$ cat config.mk
export PLATFORM = sky130hd
export DESIGN_NAME = pdf_ctrl
export DESIGN_NICKNAME = d
export VERILOG_FILES = /design/src/design/assert_macros.svh /design/src/design/pdf_pkg.sv /design/src/design/pdf_ctrl.sv
export SDC_FILE = /design/constraint.sdc
export NUM_CORES = 1
export LEC_CHECK = 0
export BUFFER_PORTS_ARGS = -buffer_cell sky130_fd_sc_hd__clkbuf_2
export CORE_AREA = 3 3 40 42
export CTS_CLUSTER_SIZE = 12
export DETAILED_ROUTE_END_ITERATION = 10
export DIE_AREA = 0 0 43 45
export PLACE_DENSITY = 0.68
export SLEW_MARGIN = 20
export SYNTH_ARGS = -nofsm -noshare
export SYNTH_HDL_FRONTEND = slang
export SYNTH_SLANG_ARGS = --single-unit
$ cat constraint.sdc
create_clock -name aclk -period 2.4 [get_ports aclk]
set_input_delay 0.24 -clock aclk [delete_from_list [all_inputs] [get_ports aclk]]
set_output_delay 0.24 -clock aclk [all_outputs]
set_load 0.05 [all_outputs]
$ cat src/design/assert_macros.svh
// ----------------------------------------------------------------------------
// assert_macros.svh
// shared concurrent assertion macros for the frame buffer rtl
// ----------------------------------------------------------------------------
`ifndef ASSERT_MACROS_SVH
`define ASSERT_MACROS_SVH

// same-cycle implication, off while reset is asserted
`define ASSERT_SAME(name, clk, rst_n, ante, cons) \
    name: assert property (@(posedge clk) disable iff (!rst_n) (ante) |-> (cons)) \
        else $error("same-cycle check failed");

// next-cycle implication, off while reset is asserted
`define ASSERT_NEXT(name, clk, rst_n, ante, cons) \
    name: assert property (@(posedge clk) disable iff (!rst_n) (ante) |=> (cons)) \
        else $error("next-cycle check failed");

`endif

$ cat src/design/pdf_pkg.sv
// ----------------------------------------------------------------------------
// pdf_pkg
// shared constants, codes and controller/datapath interface types
// ----------------------------------------------------------------------------
`default_nettype none

package pdf_pkg;

    localparam int COLUMNS     = 128;
    localparam int ROWS        = 64;
    localparam int PAGES       = ROWS / 8;
    localparam int STORE_BYTES = COLUMNS * PAGES;
    localparam int COL_W       = $clog2(COLUMNS);
    localparam int PAGE_W      = (PAGES > 1) ? $clog2(PAGES) : 1;
    localparam int ADDR_W      = $clog2(STORE_BYTES);

    localparam int S_TDATA_W = 64;
    localparam int S_TUSER_W = 3;
    localparam int M_TDATA_W = 24;

    localparam logic [7:0] BYTE_DARK = 8'h00;
    localparam logic [7:0] BYTE_LIT  = 8'hFF;

    typedef enum logic [2:0] {
        REQ_PIXEL = 3'd0,
        REQ_RECT  = 3'd1,
        REQ_FILL  = 3'd2,
        REQ_CMP   = 3'd3,
        REQ_INVAL = 3'd4,
        REQ_READ  = 3'd5
    } req_t;

    typedef enum logic [3:0] {
        ST_CLEAR,
        ST_IDLE,
        ST_FILL,
        ST_RECT_RD,
        ST_RECT_WR,
        ST_CMP,
        ST_CMP_TAIL,
        ST_READ,
        ST_DONE
    } ctrl_state_t;

    typedef enum logic [1:0] {
        RES_ZERO,
        RES_MASK,
        RES_READ
    } res_sel_t;

    typedef struct packed {
        logic [2:0] req_type;
        logic [7:0] pos_x;
        logic [7:0] pos_y;
        logic [7:0] rect_width;
        logic [7:0] rect_height;
        logic       pixel_on;
        logic [7:0] first_page;
        logic [7:0] last_page;
        logic [2:0] read_page;
        logic [6:0] read_column;
    } req_fields_t;

    typedef struct packed {
        logic     load;
        logic     fill_wr;
        logic     fill_zero;
        logic     rmw_wr;
        logic     cmp_rd;
        logic     set_valid;
        logic     clr_valid;
        logic     finish;
        res_sel_t res_sel;
    } dp_cmd_t;

    typedef struct packed {
        logic last;
        logic rect_empty;
        logic range_bad;
    } dp_stat_t;

endpackage

`default_nettype wire

$ cat src/design/pdf_ctrl.sv
// ----------------------------------------------------------------------------
// pdf_ctrl
// request sequencer: clear pass, draw/compare sweeps and result handoff
// ----------------------------------------------------------------------------
`default_nettype none

module pdf_ctrl (
    input  wire                  aclk,
    input  wire                  aresetn,
    input  wire                  s_tvalid,
    output logic                 s_tready,
    input  wire  [2:0]           req_type,
    output logic                 m_tvalid,
    input  wire                  m_tready,
    input  pdf_pkg::dp_stat_t    stat,
    output pdf_pkg::dp_cmd_t     cmd
);
    import pdf_pkg::*;

    ctrl_state_t state_reg, state_next;
    res_sel_t    sel_reg, sel_next;
    logic        m_valid_reg, m_valid_next;

    always_ff @(posedge aclk) begin
        if (!aresetn) begin
            state_reg   <= ST_CLEAR;
            sel_reg     <= RES_ZERO;
            m_valid_reg <= 1'b0;
        end else begin
            state_reg   <= state_next;
            sel_reg     <= sel_next;
            m_valid_reg <= m_valid_next;
        end
    end

    always_comb begin
        state_next   = state_reg;
        sel_next     = sel_reg;
        m_valid_next = m_valid_reg && !m_tready;
        s_tready     = 1'b0;
        cmd          = '0;
        cmd.res_sel  = sel_reg;

        unique case (state_reg)
            ST_CLEAR: begin
                cmd.fill_wr   = 1'b1;
                cmd.fill_zero = 1'b1;
                if (stat.last) begin
                    state_next = ST_IDLE;
                end
            end
            ST_IDLE: begin
                s_tready = 1'b1;
                if (s_tvalid) begin
                    cmd.load   = 1'b1;
                    sel_next   = RES_ZERO;
                    state_next = ST_DONE;
                    unique case (req_type)
                        REQ_PIXEL, REQ_RECT: begin
                            if (!stat.rect_empty) begin
                                state_next = ST_RECT_RD;
                            end
                        end
                        REQ_FILL: state_next = ST_FILL;
                        REQ_CMP: begin
                            if (!stat.range_bad) begin
                                sel_next   = RES_MASK;
                                state_next = ST_CMP;
                            end
                        end
                        REQ_INVAL: cmd.clr_valid = 1'b1;
                        REQ_READ: begin
                            sel_next   = RES_READ;
                            state_next = ST_READ;
                        end
                        default: ;
                    endcase
                end
            end
            ST_FILL: begin
                cmd.fill_wr = 1'b1;
                if (stat.last) begin
                    state_next = ST_DONE;
                end
            end
            ST_RECT_RD: state_next = ST_RECT_WR;
            ST_RECT_WR: begin
                cmd.rmw_wr = 1'b1;
                state_next = stat.last ? ST_DONE : ST_RECT_RD;
            end
            ST_CMP: begin
                cmd.cmp_rd = 1'b1;
                if (stat.last) begin
                    state_next = ST_CMP_TAIL;
                end
            end
            ST_CMP_TAIL: begin
                // last shadow write lands this cycle
                cmd.set_valid = 1'b1;
                state_next    = ST_DONE;
            end
            ST_READ: state_next = ST_DONE;
            ST_DONE: begin
                if (!m_valid_reg || m_tready) begin
                    cmd.finish   = 1'b1;
                    m_valid_next = 1'b1;
                    state_next   = ST_IDLE;
                end
            end
            default: state_next = ST_IDLE;
        endcase
    end

    assign m_tvalid = m_valid_reg;

endmodule

`default_nettype wire

; ---- Yosys cells after proc, flatten, opt, wreduce, memory -nomap -nowiden
; Index checks and enable logic that the tools add are counted.
[word_totals]
input_bits = 10
output_inout_bits = 12
ff_bits = 7
word_cells = 59
[op_classes]
muxes = 27
n_eq_ne = 18
reduce_logical = 11
[op_table]
columns = cell, n
row1 = $mux W4, 8
row2 = $pmux W4 S8, 1
row3 = $eq A4 B3 Y1 const B, 4
row4 = $mux W1, 16
row5 = $pmux W4 S4, 1
row6 = $ne A2 B2 Y1 const B, 5
row7 = $eq A4 B2 Y1 const B, 2
row8 = $eq A3 B2 Y1 const B, 2
row9 = $eq A3 B3 Y1 const B, 2
row10 = $reduce_or A2 Y1, 3
row11 = $reduce_and A5 Y1, 1
row12 = $eq A4 B1 Y1 const B, 1
row13 = $eq A4 B4 Y1 const B, 1
row14 = $logic_not A4 Y1, 1
row15 = $pmux W2 S2, 1
row16 = $eq A3 B1 Y1 const B, 1
row17 = $logic_not A3 Y1, 1
row18 = $logic_not A1 Y1, 2
row19 = $reduce_and A2 Y1, 1
row20 = $logic_and A1 B1 Y1, 1
row21 = $logic_or A1 B1 Y1, 1

; ---- Logic depth before layout (Yosys ltp)
; Gate-level depths: netlist of the first run.
[depth]
ltp_word = 5
mapped_depth = 5
depth_no_buf = 4

; ---- Worst setup path after synthesis of the first run
; Ideal clock, no wire load.
[synth_path]
path_kind = flip-flop to output port
from = reg state_reg[1]
to = out cmd[3] in the netlist's numbering
t_required_ns = 2.160
n_path_buf = 1
stages_incl_launch_ff = 5
slack_ns = -0.810
arrival_time_ns = 2.970
cell_sequence = dfxtp_1 > buf_6 > nor4b_4 > nand2_2 > nor4b_1
[synth_rtl]
columns = element, line_no
row1 = from (decl), pdf_ctrl.sv:20  ; ctrl_state_t state_reg, state_next;
row2 = from (signal assigned), pdf_ctrl.sv:30  ; state_reg <= state_next;
row3 = to (decl), pdf_ctrl.sv:16  ; output pdf_pkg::dp_cmd_t cmd

==> results of run 1 <==
## area by class of cell
type | count | area (um^2)
fill | 138 | 611
multi-input combinational | 58 | 377
sequential | 7 | 140
timing repair buffer | 21 | 105
clock buffer | 4 | 26.3
tap | 15 | 18.8
inverter | 2 | 7.51
## where the power goes
part,switching [mW],internal (mW)
Sequential,0.0156,0.122
Clock,0.0439,0.0635
Combinational,0.0835,0.0416
Total,0.143,0.227
## Yosys cell counts, types with 3 or more instances
cell,number
a21oi_1,4
clkbuf_1,5
dfxtp_1,7
nand2_1,7
nand3_1,4
nor2_1,7
nor2b_1,3
nor3_1,3
o211ai_1,3
o21ai_0,3
## through the flow
step                utilization [%]  worst slack, ns  cells  area (um^2)
floorplan                         -           0.0867     73          554
detailed placement             50.4            0.544    103          648
CTS                            52.5            0.270    107          674
global route                   52.5            0.158    107          674
global placement               50.4            0.608    103          648
finish                         52.5            0.274    107          674
## worst reg2reg max path, delay by kind of cell, from the launching register on
family	cells	cell delay, ns
compound gates	1	0.14
flops	1	0.59
simple gates	3	1.01
## routing by layer
metal  vias to the layer above  wire [um]  GRT usage (%)
met5                         -          0              0
met4                         0         16           5.42
li1                        308          -              -
met1                       254        607           18.0
met2                        26        612           26.0
met3                         2        100           4.38
## worst max path at each step
| stage | start | end | slack [ns] |
|---|---|---|---|
| 2_1_floorplan | state_reg[3]$_SDFFE_PN0P_ | cmd[7] | 0.09 |
| 3_3_place_gp | state_reg[0]$_SDFFE_PN0P_ | cmd[3] | 0.61 |
| 3_5_place_dp | state_reg[0]$_SDFFE_PN0P_ | cmd[3] | 0.54 |
| 4_1_cts | state_reg[0]$_SDFFE_PN0P_ | cmd[3] | 0.27 |
| 5_1_grt | state_reg[0]$_SDFFE_PN0P_ | cmd[3] | 0.16 |
| 6_report | state_reg[0]$_SDFFE_PN0P_ | cmd[3] | 0.27 |
## cells by family (layout without fill, tap and decap cells)
group           after synthesis  count (layout)  share of synthesized area, %
flops                         7               7                          26.0
mux                           2               2                          3.94
buf+inv                       8              27                          6.96
simple gates                 39              39                          42.7
compound gates               17              17                          20.4
==> impl_metrics.json, run 1 <==
{
  "status": "finished clean",
  "finalHoldViolCount": 0,
  "dr.pass1.iters": 4,
  "cp.required_ns": 2.16,
  "arrival_ns": 1.89,
  "total_power_mw": 0.370,
  "synthCells": 73,
  "criticalPathCategory": "register to output pin",
  "cp-start-kind": "register",
  "slowest_delay_ns": 0.59,
  "final_common_cell": "clkbuf_2",
  "rows": 13,
  "path_delay_family": "simple AND/OR/NAND/NOR gates",
  "fin_crit_ns": 2.13,
  "grt_pass1_wl_um": 2240,
  "cts_max_path_buffers": 2,
  "critPathMaxFanout": 15,
  "ir_drop_v": 0.000355,
  "crit_slowest_cell": "dfxtp_1",
  "setup_viol": 0,
  "layout-drive-gt1-share_pct": 31.5,
  "fin_nets": 103,
  "ys_warn_count": 0,
  "min_path_cells": 3,
  "cts_root_buf": "clkbuf_4",
  "syn_area_um2": 539,
  "synth_area_leaders": "dfxtp_1, nand2_1, nor2_1",
  "period_share_pct": 88.6,
  "dr_total_vias": 590,
  "place_congestion": 0.802,
  "io_pins": 22,
  "layout_common_cells": "clkbuf_2, nand2_1, nor2_1, dfxtp_1",
  "antenna_found_initial": 0,
  "grt_pass1_vias": 533,
  "cp_common_cell": "nor4b_4",
  "clkLatencyLatePin_ns": 0.25,
  "fin_worst_skew_ns": 0.00468,
  "core_area_mm2": 0.00128,
  "r2r_end": "sel_reg[0]$_SDFFE_PN0P_",
  "synth_top_area_share_pct": 26.0,
  "drc": 0,
  "cts_setup_buffers": 0,
  "tightest_slew_ns": 0.572,
  "port_buffers": 21,
  "chipWidth_um": 43,
  "drv_cap": 0,
  "grt.overflow.total": 0,
  "yosysSeqAreaShare_pct": 26.0,
  "syn_to_final_growth_pct": 25.1,
  "syn_area_per_cell_um2": 7.39,
  "grtUsageTotal_pct": 15.1,
  "ys_ff_latch": 7,
  "cts_made_buffers": 3,
  "cp_num_cells": 4,
  "fin_setup_tns_ns": 0,
  "hp-class": "input port to register",
  "wirelength_um": 1340,
  "synth_top_flop_cell": "dfxtp_1",
  "start_util_pct": 42.0,
  "hold_end": "sel_reg[0]$_SDFFE_PN0P_",
  "cp-end-kind": "output pin",
  "routedWlPerCell_um": 12.5,
  "synth_nets": 83,
  "synth_cell_types": 30,
  "dieArea_mm2": 0.00194,
  "hpwl_um": 1000,
  "antenna_cells": 0,
  "p_per_area_mw_per_mm2": 549,
  "leakage_nw": 0.295,
  "drtIter0Drc": 12,
  "yosys.area.top_type": "dfxtp_1",
  "htreeDepth": 1,
  "die_h_um": 45,
  "reg2reg_depth": 4,
  "critical_path_buf_inv_count": 1,
  "fmax_mhz": 470,
  "clkSlewWorstSetupHoldPaths_ns": 0.05,
  "drv_slew": 0,
  "hold_ws_ns": 0.311,
  "cts_resized": 0,
  "worstPathCellList": "nor4b_4 > nand2_2 > nor4b_4 > clkbuf_2",
  "async_flop_share_pct": 0,
  "cts_sinks": 7,
  "synth-edff-count": 0,
  "avgViaCountPerCell": 5.51,
  "largest_reg_flops": 4,
  "max-slew-margin-rel_pct": 61.4,
  "holdCritStartpoint": "stat[0]",
  "cts_tree": "yes",
  "ant_nets": 0,
  "r2r_slack_ns": 0.60,
  "rsz0062_at_grt": "false",
  "cts_hold_buffers": 0,
  "timing.rr.start": "state_reg[0]$_SDFFE_PN0P_",
  "grt_max_degree": 16
}
(Power assumes the default switching activity.)
==> inputs of run 2 (changes only) <==
- ABC_AREA: unset -> 1
- PLACE_DENSITY: 0.68 -> 0.69
- SLEW_MARGIN: 20 -> 10
==> run 2 against run 1 <==
Effect of this change: final cell count increased by 30%; register-to-register slack gained 0.53 ns; sequential cell count is the same; synthesized cell count increased by 36%; sequential share of layout area fell by 1.0 points; cell area increased by 5.2%; clock skew increased by 0.00075 ns; via count grew 15%; highest routed layer unchanged.
==> impl_metrics.json, run 2 <==
{
  "cp-start-kind": "register",
  "io_pins": 22,
  "synth_top_flop_cell": "dfxtp_1",
  "antenna_found_initial": 0,
  "ir_drop_v": 0.000425,
  "synth_cell_types": 18,
  "drv_slew": 0,
  "dp_slack_ns": 0.898,
  "fin_crit_ns": 1.75,
  "slowest_delay_ns": 0.32,
  "layout-drive-gt1-share_pct": 29.0,
  "dr_total_vias": 679,
  "critical_path_buf_inv_count": 2,
  "critPathMaxFanout": 7,
  "switching_share_pct": 52.0,
  "largest_reg_flops": 4,
  "cp.required_ns": 2.16,
  "grt_pass1_wl_um": 2280,
  "layout_common_cells": "nand2_1, nor2_1, clkbuf_2",
  "intPower_mw": 0.280,
  "tightest_slew_ns": 0.284,
  "synth_nets": 109,
  "worstPathCellList": "inv_1 > nand2_2 > nor2_4 > nand2_1 > nor4_2 > clkbuf_2",
  "dpl-instance-area_um2": 683,
  "post-route-util_pct": 55.2,
  "criticalPathCategory": "register to output pin",
  "synth_top_area_share_pct": 25.3,
  "arrival_ns": 1.51,
  "grt_pass1_vias": 572,
  "holdCritStartpoint": "aresetn",
  "yosysSeqAreaShare_pct": 25.3,
  "clkPwrFrac_pct": 17.7,
  "cts_max_path_buffers": 2,
  "chipWidth_um": 43,
  "core_area_mm2": 0.00128,
  "die_h_um": 45,
  "hold_ws_ns": 0.231,
  "routedWlPerCell_um": 9.71,
  "crit_slowest_cell": "dfxtp_1",
  "cts_root_buf": "clkbuf_4",
  "ys_ff_latch": 7,
  "fin_area_um2": 709,
  "place_congestion": 0.849,
  "synthCells": 99,
  "ys_warn_count": 0,
  "status": "finished clean",
  "fillers": 147,
  "final_common_cell": "nand2_1",
  "finalHoldViolCount": 0,
  "setup_viol": 0,
  "cp-end-kind": "output pin",
  "htreeDepth": 1,
  "post-synth-top-count-cell": "nand2_1",
  "rsz0062_at_grt": "false",
  "r2r_slack_ns": 1.13,
  "antenna_cells": 0,
  "total_power_mw": 0.584,
  "fmax_mhz": 570,
  "syn_area_um2": 553,
  "cts_hold_buffers": 0,
  "power_frac_seq_pct": 25.7,
  "ant_nets": 0,
  "hpwl_um": 1150,
  "clkLatencyLatePin_ns": 0.24,
  "period_share_pct": 73.1,
  "crit_start": "state_reg[2]$_SDFFE_PN0P_",
  "fin_nets": 135,
  "cts_made_buffers": 3,
  "switchingPower_mw": 0.304,
  "drv_cap": 0,
  "clkSlewWorstSetupHoldPaths_ns": 0.05,
  "cts_tree": "yes",
  "dieArea_mm2": 0.00194,
  "syn_area_per_cell_um2": 5.59,
  "hp-class": "input port to register",
  "drtIter0Drc": 6,
  "cts_resized": 0,
  "comb_power_share_pct": 56.5,
  "drc": 0,
  "async_flop_share_pct": 0,
  "cts_setup_buffers": 0,
  "fin_setup_tns_ns": 0,
  "start_util_pct": 43.0,
  "syn_to_final_growth_pct": 28.3,
  "grt_max_degree": 8,
  "dr.pass1.iters": 4,
  "wirelength_um": 1350,
  "port_buffers": 21,
  "synth_common_cells": "nand2_1, nor2_1, inv_1",
  "synth_area_leaders": "dfxtp_1, nand2_1, nor2_1",
  "cts_sinks": 7,
  "instances_no_fill": 139,
  "avgViaCountPerCell": 4.88,
  "rows": 13,
  "yosys.area.top_type": "dfxtp_1",
  "fin_ws_ns": 0.647,
  "leakage_nw": 0.403,
  "timing.rr.start": "state_reg[2]$_SDFFE_PN0P_",
  "synth-edff-count": 0,
  "place_inst": 135,
  "max-slew-margin-rel_pct": 81.1,
  "p_per_area_mw_per_mm2": 824,
  "grtUsageTotal_pct": 15.3,
  "path_delay_family": "simple AND/OR/NAND/NOR gates",
  "grt.overflow.total": 0,
  "fin_worst_skew_ns": 0.00543
}
## run 2: area by class of cell
cell class	instances	area, um^2	area share [%]
inverter	15	56.3	7.94
sequential	7	140	19.8
multi-input combinational	77	363	51.1
clock buffer	4	26.3	3.70
timing repair buffer	21	105	14.8
tap	15	18.8	2.65
## run 2: worst register-to-register path, stage by stage, from the launching register on
cell and delay [ns]:
dfxtp_1 0.35, inv_1 0.10, nor2_1 0.16, nand2_2 0.12
nand2_1 0.09, a21oi_1 0.06, a21boi_0 0.21, nor2_1 0.06
## run 2: metal layers
metal / global-route usage, % / vias to the layer above / wire length, um
met4: 7.23 / 0 / 14
met5: 0 / - / 0
met1: 21.5 / 291 / 659
li1: - / 366 / -
met2: 23.7 / 20 / 597
met3: 1.20 / 2 / 78
## run 2: cells by family after synthesis
| family | after synthesis | synth area share (%) |
|---|---|---|
| AND/OR/NAND/NOR | 66 | 53.6 |
| buffers and inverters | 15 | 10.2 |
| AO/OA/AOI/OAI | 11 | 10.9 |
| flip-flops | 7 | 25.3 |
## run 2: worst paths after layout
| kind | to | depth (start not counted) |
|---|---|---|
| max | cmd[3] | 6 |
| min | state_reg[0]$_SDFFE_PN0P_ | 3 |
| max reg2reg | state_reg[3]$_SDFFE_PN0P_ | 7 |
| min reg2reg | sel_reg[1]$_SDFFE_PN0P_ | 1 |
## run 2: power groups by stage
stage,clock [mW],combinational [mW],sequential (mW)
2_1_floorplan,0,0.239,0.174
3_3_place_gp,0,0.332,0.152
3_5_place_dp,0,0.331,0.152
4_1_cts,0.109,0.332,0.150
5_1_grt,0.114,0.361,0.153
6_report,0.104,0.330,0.150
==> inputs of run 3 (changes only) <==
- clock period: 2.4 -> 1.74 ns (I/O delays scaled with it)
==> run 3 against run 2 <==
Effect of this change: via count is 2.1% lower; global-route usage up 1.8 points; die area stayed put; register-to-register slack worse by 0.67 ns; critical path type unchanged.
==> impl_metrics.json, run 3 (synthesis gave the netlist of run 2 again) <==
{
  "period_share_pct": 89.5,
  "finalHoldViolCount": 0,
  "cts_root_buf": "clkbuf_4",
  "cp-end-kind": "output pin",
  "core_area_mm2": 0.00128,
  "hpwl_um": 1200,
  "max-slew-margin-rel_pct": 81.2,
  "crit_slowest_cell": "dfxtp_1",
  "antenna_found_initial": 0,
  "status": "finished clean",
  "leakage_nw": 0.415,
  "grt_pass1_wl_um": 2530,
  "cts_tree": "yes",
  "dieArea_mm2": 0.00194,
  "routedWlPerCell_um": 10.1,
  "clkSlewWorstSetupHoldPaths_ns": 0.05,
  "drc": 0,
  "grt_max_degree": 8,
  "path_delay_family": "simple AND/OR/NAND/NOR gates",
  "worstPathCellList": "inv_2 > nand2_2 > nor2_4 > nand2_2 > nor4_4 > buf_6",
  "grt.overflow.total": 0,
  "cts_sinks": 7,
  "multi_input_area_um2": 379,
  "criticalPathCategory": "register to output pin",
  "layout-drive-gt1-share_pct": 34.4,
  "fillers": 133,
  "rows": 13,
  "dr.pass1.iters": 4,
  "die_h_um": 45,
  "grtUsageTotal_pct": 17.1,
  "layout_common_cells": "nor2_1, nand2_1, clkbuf_2",
  "cp.required_ns": 1.57,
  "syn_to_final_growth_pct": 34.4,
  "ir_drop_v": 0.000708,
  "critPathMaxFanout": 6,
  "cp-start-kind": "register",
  "hold_ws_ns": 0.160,
  "dpl-instance-area_um2": 703,
  "io_pins": 22,
  "instances_no_fill": 140,
  "cp_common_cell": "nand2_2",
  "ant_nets": 0,
  "largest_reg_flops": 4,
  "fin_nets": 136,
  "slowest_delay_ns": 0.35,
  "place_congestion": 0.936,
  "cts_made_buffers": 3,
  "tightest_slew_ns": 0.283,
  "avgViaCountPerCell": 4.75,
  "cts_max_path_buffers": 2,
  "fin_area_um2": 743,
  "drv_slew": 0,
  "clkLatencyLatePin_ns": 0.24,
  "antenna_cells": 0,
  "rsz0062_at_grt": "false",
  "regArea_um2": 144,
  "p_per_area_mw_per_mm2": 1120,
  "fin_worst_skew_ns": 0.00408,
  "setup_viol": 0,
  "fin_setup_tns_ns": 0,
  "wirelength_um": 1410,
  "place_inst": 135,
  "dr_total_vias": 665,
  "fmax_mhz": 642,
  "drv_cap": 0,
  "total_power_mw": 0.832,
  "start_util_pct": 43.0,
  "grt_pass1_vias": 595,
  "htreeDepth": 1,
  "chipWidth_um": 43,
  "critical_path_buf_inv_count": 2,
  "fin_crit_ns": 1.56,
  "drtIter0Drc": 11,
  "port_buffers": 21,
  "hp-class": "input port to register",
  "arrival_ns": 1.38
}
run 3: cell types whose count changed in the layout (fill, tap and decap cells not counted), moves of 2 or more:
cell,previous run,this run
dfxtp_1,7,4
inv_1,12,10
inv_2,3,5
dfxtp_2,0,3
run 3: repair_timing:
action	4_1_cts	5_1_grt
endpoints found under the hold margin	0	0
endpoints found under the setup margin	0	1
buffers inserted	0	1
hold buffers	0	0
resized for setup	0	4
run 3: cell type report:
| class | count | share of cell area, % |
|---|---|---|
| clock buffer | 4 | 3.54 |
| inverter | 15 | 7.58 |
| multi-input combinational | 77 | 51.0 |
| sequential | 7 | 19.4 |
| tap | 15 | 2.53 |
| timing repair buffer | 22 | 16.0 |
run 3: worst paths after layout:
kind | startpoint | endpoint | slack [ns] | cells past startpoint
worst max register to register | state_reg[1]$_SDFFE_PN0P_ | state_reg[3]$_SDFFE_PN0P_ | 0.46 | 8
worst max-delay path | state_reg[1]$_SDFFE_PN0P_ | cmd[3] | 0.18 | 6
worst min register to register | sel_reg[1]$_SDFFE_PN0P_ | sel_reg[1]$_SDFFE_PN0P_ | 0.46 | 1
worst min-delay path | aresetn | state_reg[0]$_SDFFE_PN0P_ | 0.16 | 3
run 3: per-layer routing:
metal / vias to the layer above / share of wire [%] / global-route usage [%]
met5: - / 0 / 0
met4: 0 / 1.3 / 6.02
met3: 2 / 7.7 / 7.57
met2: 19 / 44 / 25.4
met1: 277 / 46 / 22.0
li1: 367 / - / -
run 3: worst min-delay path, cell delays in order:
cell      delay [ns]
clkbuf_2        0.10
nand2_1         0.06
nor2_1          0.03
run 3: per-stage QoR:
step	setup slack, ns	utilization, %
finish	0.182	57.8
CTS	0.00946	56.8
floorplan	-0.0120	-
global route	0.0726	57.8
global placement	0.309	54.7
detailed placement	0.281	54.7
run 3: report_power, final:
group / switching [mW] / total, mW / internal (mW)
Sequential: 0.0246 / 0.211 / 0.187
Combinational: 0.349 / 0.479 / 0.130
Clock: 0.0546 / 0.142 / 0.0872
Total: 0.428 / 0.832 / 0.403
